$ cat src/hdl/salsa_pkg.sv
package salsa_pkg;

	localparam int WORD_BITS = 32;
	localparam int BLOCK_WORDS = 16;
	localparam int DEFAULT_ROUND_COUNT = 20;
	localparam int QUEUE_DEPTH = 2;

	typedef logic [WORD_BITS-1:0] word_t;
	typedef logic [BLOCK_WORDS-1:0][WORD_BITS-1:0] block_t;
	typedef logic [3:0][63:0] key_t;
	typedef logic [3:0][3:0] quad_idx_t;

	// Configuration register indexes
	localparam logic [2:0] CFG_KEY_01 = 3'd0;
	localparam logic [2:0] CFG_KEY_23 = 3'd1;
	localparam logic [2:0] CFG_KEY_45 = 3'd2;
	localparam logic [2:0] CFG_KEY_67 = 3'd3;
	localparam logic [2:0] CFG_NONCE = 3'd4;

	// Keystream position: 16 means the block is used up
	localparam logic [4:0] POS_EMPTY = 5'd16;

	localparam word_t SIGMA_0 = 32'h6170_7865;
	localparam word_t SIGMA_1 = 32'h3320_646e;
	localparam word_t SIGMA_2 = 32'h7962_2d32;
	localparam word_t SIGMA_3 = 32'h6b20_6574;

	localparam int ROT_A = 7;
	localparam int ROT_B = 9;
	localparam int ROT_C = 13;
	localparam int ROT_D = 18;

	// Quarter-round word indexes {d, c, b, a}, one entry per quarter
	localparam quad_idx_t COL_IDX [4] = '{
		{4'd12, 4'd8, 4'd4, 4'd0},
		{4'd1, 4'd13, 4'd9, 4'd5},
		{4'd6, 4'd2, 4'd14, 4'd10},
		{4'd11, 4'd7, 4'd3, 4'd15}
	};
	localparam quad_idx_t ROW_IDX [4] = '{
		{4'd3, 4'd2, 4'd1, 4'd0},
		{4'd4, 4'd7, 4'd6, 4'd5},
		{4'd9, 4'd8, 4'd11, 4'd10},
		{4'd14, 4'd13, 4'd12, 4'd15}
	};

	typedef struct packed {
		word_t data;
		logic  restart;
	} item_t;

	typedef struct packed {
		logic        start;
		logic [63:0] counter;
	} gen_req_t;

	typedef struct packed {
		logic busy;
		logic done;
	} gen_stat_t;

	function automatic word_t rotl(word_t v, int n);
		return (v << n) | (v >> (WORD_BITS - n));
	endfunction

	function automatic block_t init_matrix(key_t key, logic [63:0] nonce, logic [63:0] cnt);
		block_t m;
		m[0] = SIGMA_0;
		m[1] = key[0][31:0];
		m[2] = key[0][63:32];
		m[3] = key[1][31:0];
		m[4] = key[1][63:32];
		m[5] = SIGMA_1;
		m[6] = nonce[31:0];
		m[7] = nonce[63:32];
		m[8] = cnt[31:0];
		m[9] = cnt[63:32];
		m[10] = SIGMA_2;
		m[11] = key[2][31:0];
		m[12] = key[2][63:32];
		m[13] = key[3][31:0];
		m[14] = key[3][63:32];
		m[15] = SIGMA_3;
		return m;
	endfunction

	// Half of a quarter round: phase 0 updates b then c, phase 1 updates d then a
	function automatic block_t quarter_half(block_t x, quad_idx_t idx, logic phase);
		block_t y;
		word_t a;
		word_t b;
		word_t c;
		word_t d;
		y = x;
		a = x[idx[0]];
		b = x[idx[1]];
		c = x[idx[2]];
		d = x[idx[3]];
		if (!phase) begin
			b = b ^ rotl(a + d, ROT_A);
			c = c ^ rotl(b + a, ROT_B);
		end else begin
			d = d ^ rotl(c + b, ROT_C);
			a = a ^ rotl(d + c, ROT_D);
		end
		y[idx[0]] = a;
		y[idx[1]] = b;
		y[idx[2]] = c;
		y[idx[3]] = d;
		return y;
	endfunction

endpackage

$ cat src/hdl/salsa_queue.sv
module salsa_queue
	import salsa_pkg::*;
(
	input  logic  clk,
	input  logic  arst_n,
	input  logic  in_valid,
	output logic  in_ready,
	input  item_t in_item,
	output logic  out_valid,
	input  logic  out_pop,
	output item_t out_item
);

	localparam int PTR_W = (QUEUE_DEPTH > 1) ? $clog2(QUEUE_DEPTH) : 1;
	localparam int CNT_W = $clog2(QUEUE_DEPTH + 1);

	item_t            entry_q [QUEUE_DEPTH];
	logic [PTR_W-1:0] wr_ptr_q;
	logic [PTR_W-1:0] rd_ptr_q;
	logic [CNT_W-1:0] count_q;
	logic             push;
	logic             pop;

	assign in_ready = (count_q < CNT_W'(QUEUE_DEPTH));
	assign out_valid = (count_q != '0);
	assign out_item = entry_q[rd_ptr_q];
	assign push = in_valid && in_ready;
	assign pop = out_pop && out_valid;

	always_ff @(posedge clk) begin
		if (push) begin
			entry_q[wr_ptr_q] <= in_item;
		end
	end

	always_ff @(posedge clk or negedge arst_n) begin
		if (!arst_n) begin
			wr_ptr_q <= '0;
			rd_ptr_q <= '0;
			count_q <= '0;
		end else begin
			if (push) begin
				wr_ptr_q <= (wr_ptr_q == PTR_W'(QUEUE_DEPTH - 1)) ? '0 : wr_ptr_q + 1'b1;
			end
			if (pop) begin
				rd_ptr_q <= (rd_ptr_q == PTR_W'(QUEUE_DEPTH - 1)) ? '0 : rd_ptr_q + 1'b1;
			end
			if (push && !pop) begin
				count_q <= count_q + 1'b1;
			end else if (pop && !push) begin
				count_q <= count_q - 1'b1;
			end
		end
	end

endmodule

$ cat config.mk
export PLATFORM = sky130hd
export DESIGN_NAME = salsa_queue
export DESIGN_NICKNAME = d
export VERILOG_FILES = /design/src/hdl/salsa_pkg.sv /design/src/hdl/salsa_queue.sv
export SDC_FILE = /design/constraint.sdc
export NUM_CORES = 1
export LEC_CHECK = 0
export ABC_CLOCK_PERIOD_IN_PS = 4500
export BUFFER_PORTS_ARGS = -buffer_cell sky130_fd_sc_hd__buf_4
export CORE_ASPECT_RATIO = 0.75
export CORE_UTILIZATION = 45
export DETAILED_ROUTE_END_ITERATION = 10
export HOLD_SLACK_MARGIN = 0.05
export PLACE_DENSITY_LB_ADDON = 0.3
export SLEW_MARGIN = 20
export SYNTH_ARGS = -nofsm -noshare
export SYNTH_HDL_FRONTEND = slang
export SYNTH_SLANG_ARGS = --single-unit
$ cat constraint.sdc
create_clock -name clk -period 4.5 [get_ports clk]
set_input_delay 0.9 -clock clk [delete_from_list [all_inputs] [get_ports clk]]
set_output_delay 0.9 -clock clk [all_outputs]
set_load 0.1 [all_outputs]
==> flow_summary.toml <==
[run_status]
outcome = "finished clean"

[timing]
grt_setup_unrepaired = "no"
max_freq_ghz = 0.3390
setup_viol = 0
period_share_pct = 65.55
min_period_ns = 2.950
fin_skew_ns = 0.007657
tightest_slew_ns = 1.036
finalMaxSlewViolations = 0
slew_headroom_pct = 30.96
finalHoldViolCount = 0
fin_tns_setup_ns = 0

[final_layout]
seqCellArea_mm2 = 0.002083
fillers = 450
insertedDiodeCount = 0
multi_input_comb_area_um2 = 576.8
syn_to_final_growth_pct = 27.81
nNetsFinal = 237
drive_gt1_share_pct = 58.82

[routing]
drc_errors = 0
vias = 1321
postRouteAntennaNets = 0
wire_per_inst_um = 15.63
drt-vias-per-instance = 4.684
first_pass_iters = 4
drt_iter0_markers = 70
routed_wl_mm = 4.407

[global_route]
grt-ovfl-total = 0
gr-usage-met2_pct = 24.79
top_usage_layer = "met2"
grt_usage_pct = 15.30
antenna_found_initial = 0
first_global_vias = 1400
grt_max_degree = 35
grt_pass1_wl_mm = 6.969
grt_use_met3_pct = 8.004
grtUsageMet1_pct = 17.67

[floorplan]
dieWidth_um = 91.88
die_h_um = 69.41
fp-row-count = 24
dieArea_mm2 = 0.006377
core_mm2 = 0.005826
ios = 72
start_util_pct = 46.80

[placement]
gp_congestion = 0.6875
numPortBuffers = 71
hpwl_mm = 3.005

[synth]
synth_most_common_cell = "edfxtp_1"
synthTopCellsByArea = "edfxtp_1 (73%), mux2_4 (16%), dfrtp_1 (3.7%), buf_12 (2.2%), mux2_2 (1.7%)"
synth_warnings = 0
yosysTopAreaCellShare_pct = 72.69
yosys-top-cells-count = "edfxtp_1 (66), mux2_4 (29), dfrtp_1 (4), mux2_2 (4)"
synthesis.nets = 158
syn-instance-count = 120
synth_edf_count = 66
postSynthAreaPerCell_um2 = 22.72
synth_top_cell_by_area = "edfxtp_1"
synth_seq_cells = 70
ys_seq_area_share_pct = 76.37
synth-async-reset-ratio_pct = 5.714
synth-main-ff-cell = "edfxtp_1"
synth.distinct_cells = 15
syn-cell-area_mm2 = 0.002726

[clocking]
cts_tree = "yes"
hold_buffers = 0
cts-htree-levels = 3
cts_resized = 0
clkLatencyLatePin_ns = 0.34
path_clk_slew_ns = 0.06
cts_buffer_depth = 2
postCtsSetupBuffers = 0
cts_made_buffers = 9
ctsRootBufferMaster = "clkbuf_8"
cts_sinks = 70

[critical_path]
startpoint_type = "flip-flop"
rr_worst_depth = 3
required_ns = 3.60
r2r_start = "count_q[1]"
cp_max_fo = 34
r2r-end = "entry_q[1][15]"
endpoint = "out_item[6]"
crit_type = "reg -> out"
end_kind = "output pin"
crit_start = "rd_ptr_q"
reg2reg_slack_ns = 2.45
worstPathArrival_ns = 2.05

[hold_path]
hold_class = "in -> async"

[run]
cap_viol_max_count = 0
worst min-delay path by stage:
stage | start | to | slack (ns) | cells after the start
3_5_place_dp | count_q[0] | count_q[0] | 0.54 | 1
4_1_cts | arst_n | count_q[0] | 0.33 | 1
6_report | arst_n | count_q[0] | 0.35 | 1
3_3_place_gp | count_q[0] | count_q[0] | 0.49 | 1
2_1_floorplan | wr_ptr_q | wr_ptr_q | 0.46 | 1
5_1_grt | arst_n | count_q[0] | 0.33 | 1
state kept, by name (all words and copies together), names as in the netlist:
signal / cells
entry_q: 66
count_q: 2
rd_ptr_q: 1
wr_ptr_q: 1
per-stage QoR:
step	cell area [um2]	setup WS (ns)	util (%)	cells	hold slack [ns]
final	3485	1.550	59.82	282	0.3478
after floorplan	2726	1.402	-	120	0.4555
after detailed placement	3302	1.822	56.68	266	0.5367
after CTS	3485	1.496	59.82	282	0.3342
after global routing	3485	1.424	59.82	282	0.3277
after global placement	3302	1.906	56.68	266	0.4913
routing by layer:
metal | vias up | wire length [um]
li1 | 617 | -
met1 | 648 | 1807
met2 | 51 | 2220
met3 | 5 | 337
met4 | 0 | 41
met5 | - | 0
area by class of cell:
type | instances | area share, %
Inverter | 1 | 0.1077
Clock inverter | 4 | 1.364
Tap cell | 78 | 2.801
Timing Repair Buffer | 72 | 15.51
Clock buffer | 12 | 3.878
Multi-Input combinational cell | 45 | 16.55
Sequential cell | 70 | 59.78
worst max-delay path, cell delays in order (launching register included):
cell     delay [ns]
dfrtp_2        1.05
mux2_2         0.42
buf_4          0.23
layout by cell type, fill, tap and decap left out:
master      Yosys  layout
nor2b_4         0       1
dfrtp_2         0       1
inv_1           1       1
nor2_1          1       1
nor2b_1         2       1
bufinv_16       0       1
mux2_4         29      29
ha_1            1       1
nand2_1         1       1
buf_4           0      72
or2_1           1       1
edfxtp_1       66      66
clkbuf_1        0       3
and2_1          1       1
xor2_1          2       2
dfrtp_1         4       3
clkbuf_8        0       9
mux2_2          4       4
xnor2_1         3       3
clkinvlp_4      0       1
clkinv_2        0       2
logic make-up (layout without fill, tap and decap cells):
group         Yosys count  after routing  synth area share, %
xor+xnor                5              5                1.607
fa+ha+maj               1              1               0.4589
buf+inv                 5             89                2.753
flops                  70             70                76.37
mux                    33             33                17.62
simple gates            6              6                1.193
Power is left out: the tool's default activity adds up to more than one toggle a clock period on the data nets, which glitch-free logic cannot reach.
