--- config.mk ---
export PLATFORM = sky130hd
export DESIGN_NAME = salsa_back
export DESIGN_NICKNAME = d
export VERILOG_FILES = /design/src/hdl/salsa_pkg.sv /design/src/hdl/salsa_back.sv
export SDC_FILE = /design/constraint.sdc
export NUM_CORES = 1
export LEC_CHECK = 0
export ABC_AREA = 1
export CORE_AREA = 5 5 246 248
export CTS_CLUSTER_SIZE = 40
export DETAILED_ROUTE_END_ITERATION = 8
export DIE_AREA = 0 0 251 253
export DONT_BUFFER_PORTS = 1
export GPL_ROUTABILITY_DRIVEN = 0
export PLACE_DENSITY_LB_ADDON = 0.12
export SLEW_MARGIN = 20
export SYNTH_ARGS = -nofsm -noshare
export SYNTH_HDL_FRONTEND = slang
export SYNTH_SLANG_ARGS = --single-unit
--- constraint.sdc ---
create_clock -name clk -period 3.4 [get_ports clk]
set_clock_uncertainty 0.1 [all_clocks]
set_input_delay 0.34 -clock clk [delete_from_list [all_inputs] [get_ports clk]]
set_output_delay 0.34 -clock clk [all_outputs]
set_load 0.01 [all_outputs]
--- src/hdl/salsa_pkg.sv ---
package salsa_pkg;

	localparam int WORD_BITS = 32;
	localparam int BLOCK_WORDS = 16;
	localparam int DEFAULT_ROUND_COUNT = 20;
	localparam int QUEUE_DEPTH = 2;

	typedef logic [WORD_BITS-1:0] word_t;
	typedef logic [BLOCK_WORDS-1:0][WORD_BITS-1:0] block_t;
	typedef logic [3:0][63:0] key_t;
	typedef logic [3:0][3:0] quad_idx_t;

	// Configuration register indexes
	localparam logic [2:0] CFG_KEY_01 = 3'd0;
	localparam logic [2:0] CFG_KEY_23 = 3'd1;
	localparam logic [2:0] CFG_KEY_45 = 3'd2;
	localparam logic [2:0] CFG_KEY_67 = 3'd3;
	localparam logic [2:0] CFG_NONCE = 3'd4;

	// Keystream position: 16 means the block is used up
	localparam logic [4:0] POS_EMPTY = 5'd16;

	localparam word_t SIGMA_0 = 32'h6170_7865;
	localparam word_t SIGMA_1 = 32'h3320_646e;
	localparam word_t SIGMA_2 = 32'h7962_2d32;
	localparam word_t SIGMA_3 = 32'h6b20_6574;

	localparam int ROT_A = 7;
	localparam int ROT_B = 9;
	localparam int ROT_C = 13;
	localparam int ROT_D = 18;

	// Quarter-round word indexes {d, c, b, a}, one entry per quarter
	localparam quad_idx_t COL_IDX [4] = '{
		{4'd12, 4'd8, 4'd4, 4'd0},
		{4'd1, 4'd13, 4'd9, 4'd5},
		{4'd6, 4'd2, 4'd14, 4'd10},
		{4'd11, 4'd7, 4'd3, 4'd15}
	};
	localparam quad_idx_t ROW_IDX [4] = '{
		{4'd3, 4'd2, 4'd1, 4'd0},
		{4'd4, 4'd7, 4'd6, 4'd5},
		{4'd9, 4'd8, 4'd11, 4'd10},
		{4'd14, 4'd13, 4'd12, 4'd15}
	};

	typedef struct packed {
		word_t data;
		logic  restart;
	} item_t;

	typedef struct packed {
		logic        start;
		logic [63:0] counter;
	} gen_req_t;

	typedef struct packed {
		logic busy;
		logic done;
	} gen_stat_t;

	function automatic word_t rotl(word_t v, int n);
		return (v << n) | (v >> (WORD_BITS - n));
	endfunction

	function automatic block_t init_matrix(key_t key, logic [63:0] nonce, logic [63:0] cnt);
		block_t m;
		m[0] = SIGMA_0;
		m[1] = key[0][31:0];
		m[2] = key[0][63:32];
		m[3] = key[1][31:0];
		m[4] = key[1][63:32];
		m[5] = SIGMA_1;
		m[6] = nonce[31:0];
		m[7] = nonce[63:32];
		m[8] = cnt[31:0];
		m[9] = cnt[63:32];
		m[10] = SIGMA_2;
		m[11] = key[2][31:0];
		m[12] = key[2][63:32];
		m[13] = key[3][31:0];
		m[14] = key[3][63:32];
		m[15] = SIGMA_3;
		return m;
	endfunction

	// Half of a quarter round: phase 0 updates b then c, phase 1 updates d then a
	function automatic block_t quarter_half(block_t x, quad_idx_t idx, logic phase);
		block_t y;
		word_t a;
		word_t b;
		word_t c;
		word_t d;
		y = x;
		a = x[idx[0]];
		b = x[idx[1]];
		c = x[idx[2]];
		d = x[idx[3]];
		if (!phase) begin
			b = b ^ rotl(a + d, ROT_A);
			c = c ^ rotl(b + a, ROT_B);
		end else begin
			d = d ^ rotl(c + b, ROT_C);
			a = a ^ rotl(d + c, ROT_D);
		end
		y[idx[0]] = a;
		y[idx[1]] = b;
		y[idx[2]] = c;
		y[idx[3]] = d;
		return y;
	endfunction

endpackage

--- src/hdl/salsa_back.sv ---
module salsa_back
	import salsa_pkg::*;
(
	input  logic      clk,
	input  logic      arst_n,
	input  logic      item_valid,
	input  item_t     item,
	output logic      item_pop,
	output gen_req_t  req,
	input  gen_stat_t stat,
	input  block_t    words,
	output logic      out_valid,
	input  logic      out_ready,
	output word_t     out_word
);

	typedef enum logic {
		B_IDLE,
		B_WAIT
	} back_state_t;

	back_state_t state_q;
	logic [4:0]  pos_q;
	logic [63:0] cnt_q;
	word_t       data_q;
	word_t       out_word_q;
	logic        out_valid_q;
	logic        can_load;
	logic [4:0]  eff_pos;
	logic [63:0] eff_cnt;
	logic        need_gen;

	assign can_load = !out_valid_q || out_ready;
	assign item_pop = (state_q == B_IDLE) && item_valid && can_load;
	assign eff_pos = item.restart ? POS_EMPTY : pos_q;
	assign eff_cnt = item.restart ? 64'd0 : cnt_q;
	assign need_gen = (eff_pos >= POS_EMPTY);
	assign req.start = item_pop && need_gen;
	assign req.counter = eff_cnt;
	assign out_valid = out_valid_q;
	assign out_word = out_word_q;

	always_ff @(posedge clk or negedge arst_n) begin
		if (!arst_n) begin
			state_q <= B_IDLE;
			pos_q <= POS_EMPTY;
			cnt_q <= '0;
			out_valid_q <= 1'b0;
		end else begin
			if (out_valid_q && out_ready) begin
				out_valid_q <= 1'b0;
			end
			case (state_q)
				B_IDLE: begin
					if (item_pop) begin
						if (need_gen) begin
							cnt_q <= eff_cnt + 64'd1;
							pos_q <= '0;
							state_q <= B_WAIT;
						end else begin
							out_valid_q <= 1'b1;
							pos_q <= eff_pos + 5'd1;
						end
					end
				end
				B_WAIT: begin
					if (stat.done) begin
						out_valid_q <= 1'b1;
						pos_q <= 5'd1;
						state_q <= B_IDLE;
					end
				end
				default: begin
					state_q <= B_IDLE;
				end
			endcase
		end
	end

	// Payload registers
	always_ff @(posedge clk) begin
		if (state_q == B_IDLE && item_pop) begin
			data_q <= item.data;
			if (!need_gen) begin
				out_word_q <= item.data ^ words[eff_pos[3:0]];
			end
		end else if (state_q == B_WAIT && stat.done) begin
			out_word_q <= data_q ^ words[0];
		end
	end

endmodule

==> flow_metrics.py <==
metrics = {
    "cts": {
        "tritoncts": "done",
        "clockBufferDepth": 2,
        "cts_made_buffers": 17,
        "root_buffer": "clkbuf_16",
        "cts_max_level": 4,
        "cts_sinks": 135,
        "clkLatencyLatePin_ns": 0.48,
        "clk_pin_slew_ns": 0.07,
    },
    "pwr": {
        "vdd_ir_drop_max_uv": 303,
        "power_mw": 6.09,
        "p_leak_nw": 6.58,
        "power_density_nw_per_um2": 413,
    },
    "yosys": {
        "synthesis.area_um2": 13000,
        "synth_seq_area_share": 0.285,
        "synth_top_area_cell": "nand3_1",
        "netlist_instances": 2204,
        "synth.area.mux_share": 0,
        "ys_types": 39,
        "synth-simple-area-share": 0.558,
        "synth_compound_area_frac": 0.0102,
        "synth_area_leaders": "nand3_1 25%, nand2_1 24%, edfxtp_1 15%",
        "synth_xor_area_frac": 0.0472,
        "avgSynthCellArea_um2": 5.90,
        "synth_top_family_by_area": "simple AND/OR/NAND/NOR gates",
        "ys_warn_count": 0,
        "synth_nets": 2757,
        "ys_ff_latch": 135,
        "synthAdderAreaFrac": 0.00193,
        "yosysTopAreaCellShare": 0.247,
    },
    "global_route": {
        "grt_pass1_wl_mm": 104,
        "gr-total-overflow": 0,
        "antenna_found_initial": 20,
        "first_global_vias": 14625,
        "track_usage": 0.223,
        "grt_max_degree": 103,
    },
    "timing": {
        "period_needed_ns": 2.67,
        "max_freq_mhz": 374,
        "slew_violations": 0,
        "final.setup.tns_ns": 0,
        "hold_viol": 0,
        "finalHoldWorstSlack_ns": 0.0467,
        "post-route-period-util": 0.786,
        "setup_violations": 0,
        "worst_slew_pin_slew_ns": 1.01,
        "fin_ws_ns": 0.727,
        "slew_headroom": 0.328,
        "rsz0062_at_grt": "no",
    },
    "critical_path": {
        "reg2reg_depth": 8,
        "worst_r2r_startpoint": "pos_q[0]",
        "critPathLaunch": "pos_q[0]",
        "worstPathArrival_ns": 2.81,
        "crit_required_ns": 3.54,
        "cp-start-kind": "flip-flop",
        "crit_type": "flip-flop to flip-flop",
        "crit_end": "out_word[27]",
        "r2r_end": "out_word[27]",
        "r2r_setup_slack_ns": 0.73,
        "path_max_fanout": 91,
        "endpoint_kind": "flip-flop",
    },
    "run_status": {
        "status": "finished, final reports clean",
    },
    "route": {
        "routedWlPerCell_um": 25.2,
        "drcViolationCount": 0,
        "ant_nets": 0,
        "avgViaCountPerCell": 5.08,
        "vias": 15033,
        "drtPass1Iterations": 6,
        "drtIter0Drc": 1225,
        "finalWirelength_mm": 74.7,
    },
    "floorplanning": {
        "io_pins": 650,
        "core_um2": 58200,
        "fp.dieW_um": 251,
        "rows": 89,
        "initial_utilization": 0.223,
        "dieArea_um2": 63500,
        "dieHeight_um": 253,
    },
    "place": {
        "hpwl_mm": 58.5,
        "numPortBuffers": 0,
        "place_area_um2": 13800,
        "place_inst": 2877,
        "place_worst_setup_slack_ns": 0.757,
    },
    "finish": {
        "final_nets": 2713,
        "fillCellCount": 6713,
        "drive_gt1_frac": 0.0552,
        "area_growth_pct": 13.4,
        "utilization": 0.253,
        "final_area_um2": 14700,
        "fin_cells": 2962,
    },
    "run": {
        "cap_violations": 0,
    },
    "min_path": {
        "hp-class": "input port to flip-flop",
    },
}
[sequential cells by signal, summed over array words and instances, names as in the netlist]
signal and count:
state_q 1, data_q 32, cnt_q 64, pos_q 5, out_word 32, out_valid 1
[area by class of cell]
| type | instances | area, um^2 | share of cell area |
|---|---|---|---|
| diodes | 17 | 42.5 | 0.00289 |
| clock buffers | 18 | 429 | 0.0291 |
| clock inverters | 13 | 96.3 | 0.00654 |
| inverters | 170 | 648 | 0.0440 |
| multi-input cells | 1761 | 8060 | 0.547 |
| flip-flops and latches | 135 | 3700 | 0.251 |
| well taps | 773 | 967 | 0.0656 |
| repair buffers | 75 | 798 | 0.0542 |
[cell usage after synthesis, drive strengths merged]
cell type / number
inv: 169
nor3b: 1
nand2: 834
ha: 2
o21bai: 3
or2: 1
o32ai: 1
a31oi: 3
and2: 1
nor3: 9
edfxtp: 64
a21oi: 2
a22oi: 2
dfstp: 1
o21ai: 6
nand3b: 1
buf: 87
clkbuf: 51
o211ai: 2
clkinv: 1
dfrtp: 70
nand3: 644
nor4: 1
o22ai: 2
xor2: 58
nor2: 162
xnor2: 12
nand4: 14
[worst max-delay path, stage by stage (launching register included)]
cell	delay, ns
dfrtp_4	0.45
buf_4	0.76
nand2_1	0.34
nand3_1	0.20
nand3_1	0.16
nand3_1	0.16
nand3_1	0.08
nand3_1	0.08
nand2_1	0.05
[power breakdown]
| group | switching [mW] | total (mW) | leakage, nW | internal [mW] |
|---|---|---|---|---|
| Sequential | 0.111 | 1.99 | 1.58 | 1.88 |
| Clock | 0.869 | 1.80 | 0.266 | 0.935 |
| Combinational | 1.61 | 2.29 | 4.73 | 0.681 |
[worst min path at each step]
| stage | cells after the start | from | end |
|---|---|---|---|
| 2_1_floorplan | 0 | arst_n | cnt_q[0] |
| 3_3_place_gp | 0 | arst_n | cnt_q[39] |
| 3_5_place_dp | 0 | arst_n | cnt_q[26] |
| 4_1_cts | 3 | item[13] | out_word[12] |
| 5_1_grt | 3 | item[6] | out_word[5] |
| 6_report | 3 | item[6] | out_word[5] |
[logic make-up after synthesis]
logic type,Yosys count
compound gates,21
xor+xnor,70
fa+ha+maj,2
buf+inv,308
flops,135
simple gates,1668
[metal layers]
| layer | GRT usage | wire, um |
|---|---|---|
| met3 | 0.0640 | 6290 |
| met2 | 0.367 | 35800 |
| met4 | 0.104 | 2860 |
| met5 | 0 | 41 |
| met1 | 0.269 | 29700 |
[cells in the final DEF, fill, tap and decap left out, types with 17 or more instances in the layout]
cell and n:
buf_4 28, clkbuf_16 17, dfrtp_1 69, diode_2 17, dlygate4sd3_1 36, edfxtp_1 64
inv_1 162, nand2_1 826, nand3_1 641, nor2_1 135, nor2_2 21, xor2_1 58
[what timing repair did]
item,in CTS,in global routing
hold buffers,37,0
buffers inserted,0,0
resized for setup,0,0
hold endpoints to repair,124,0
setup endpoints to repair,0,0
Note: power is estimated with default switching activity, not from simulation.
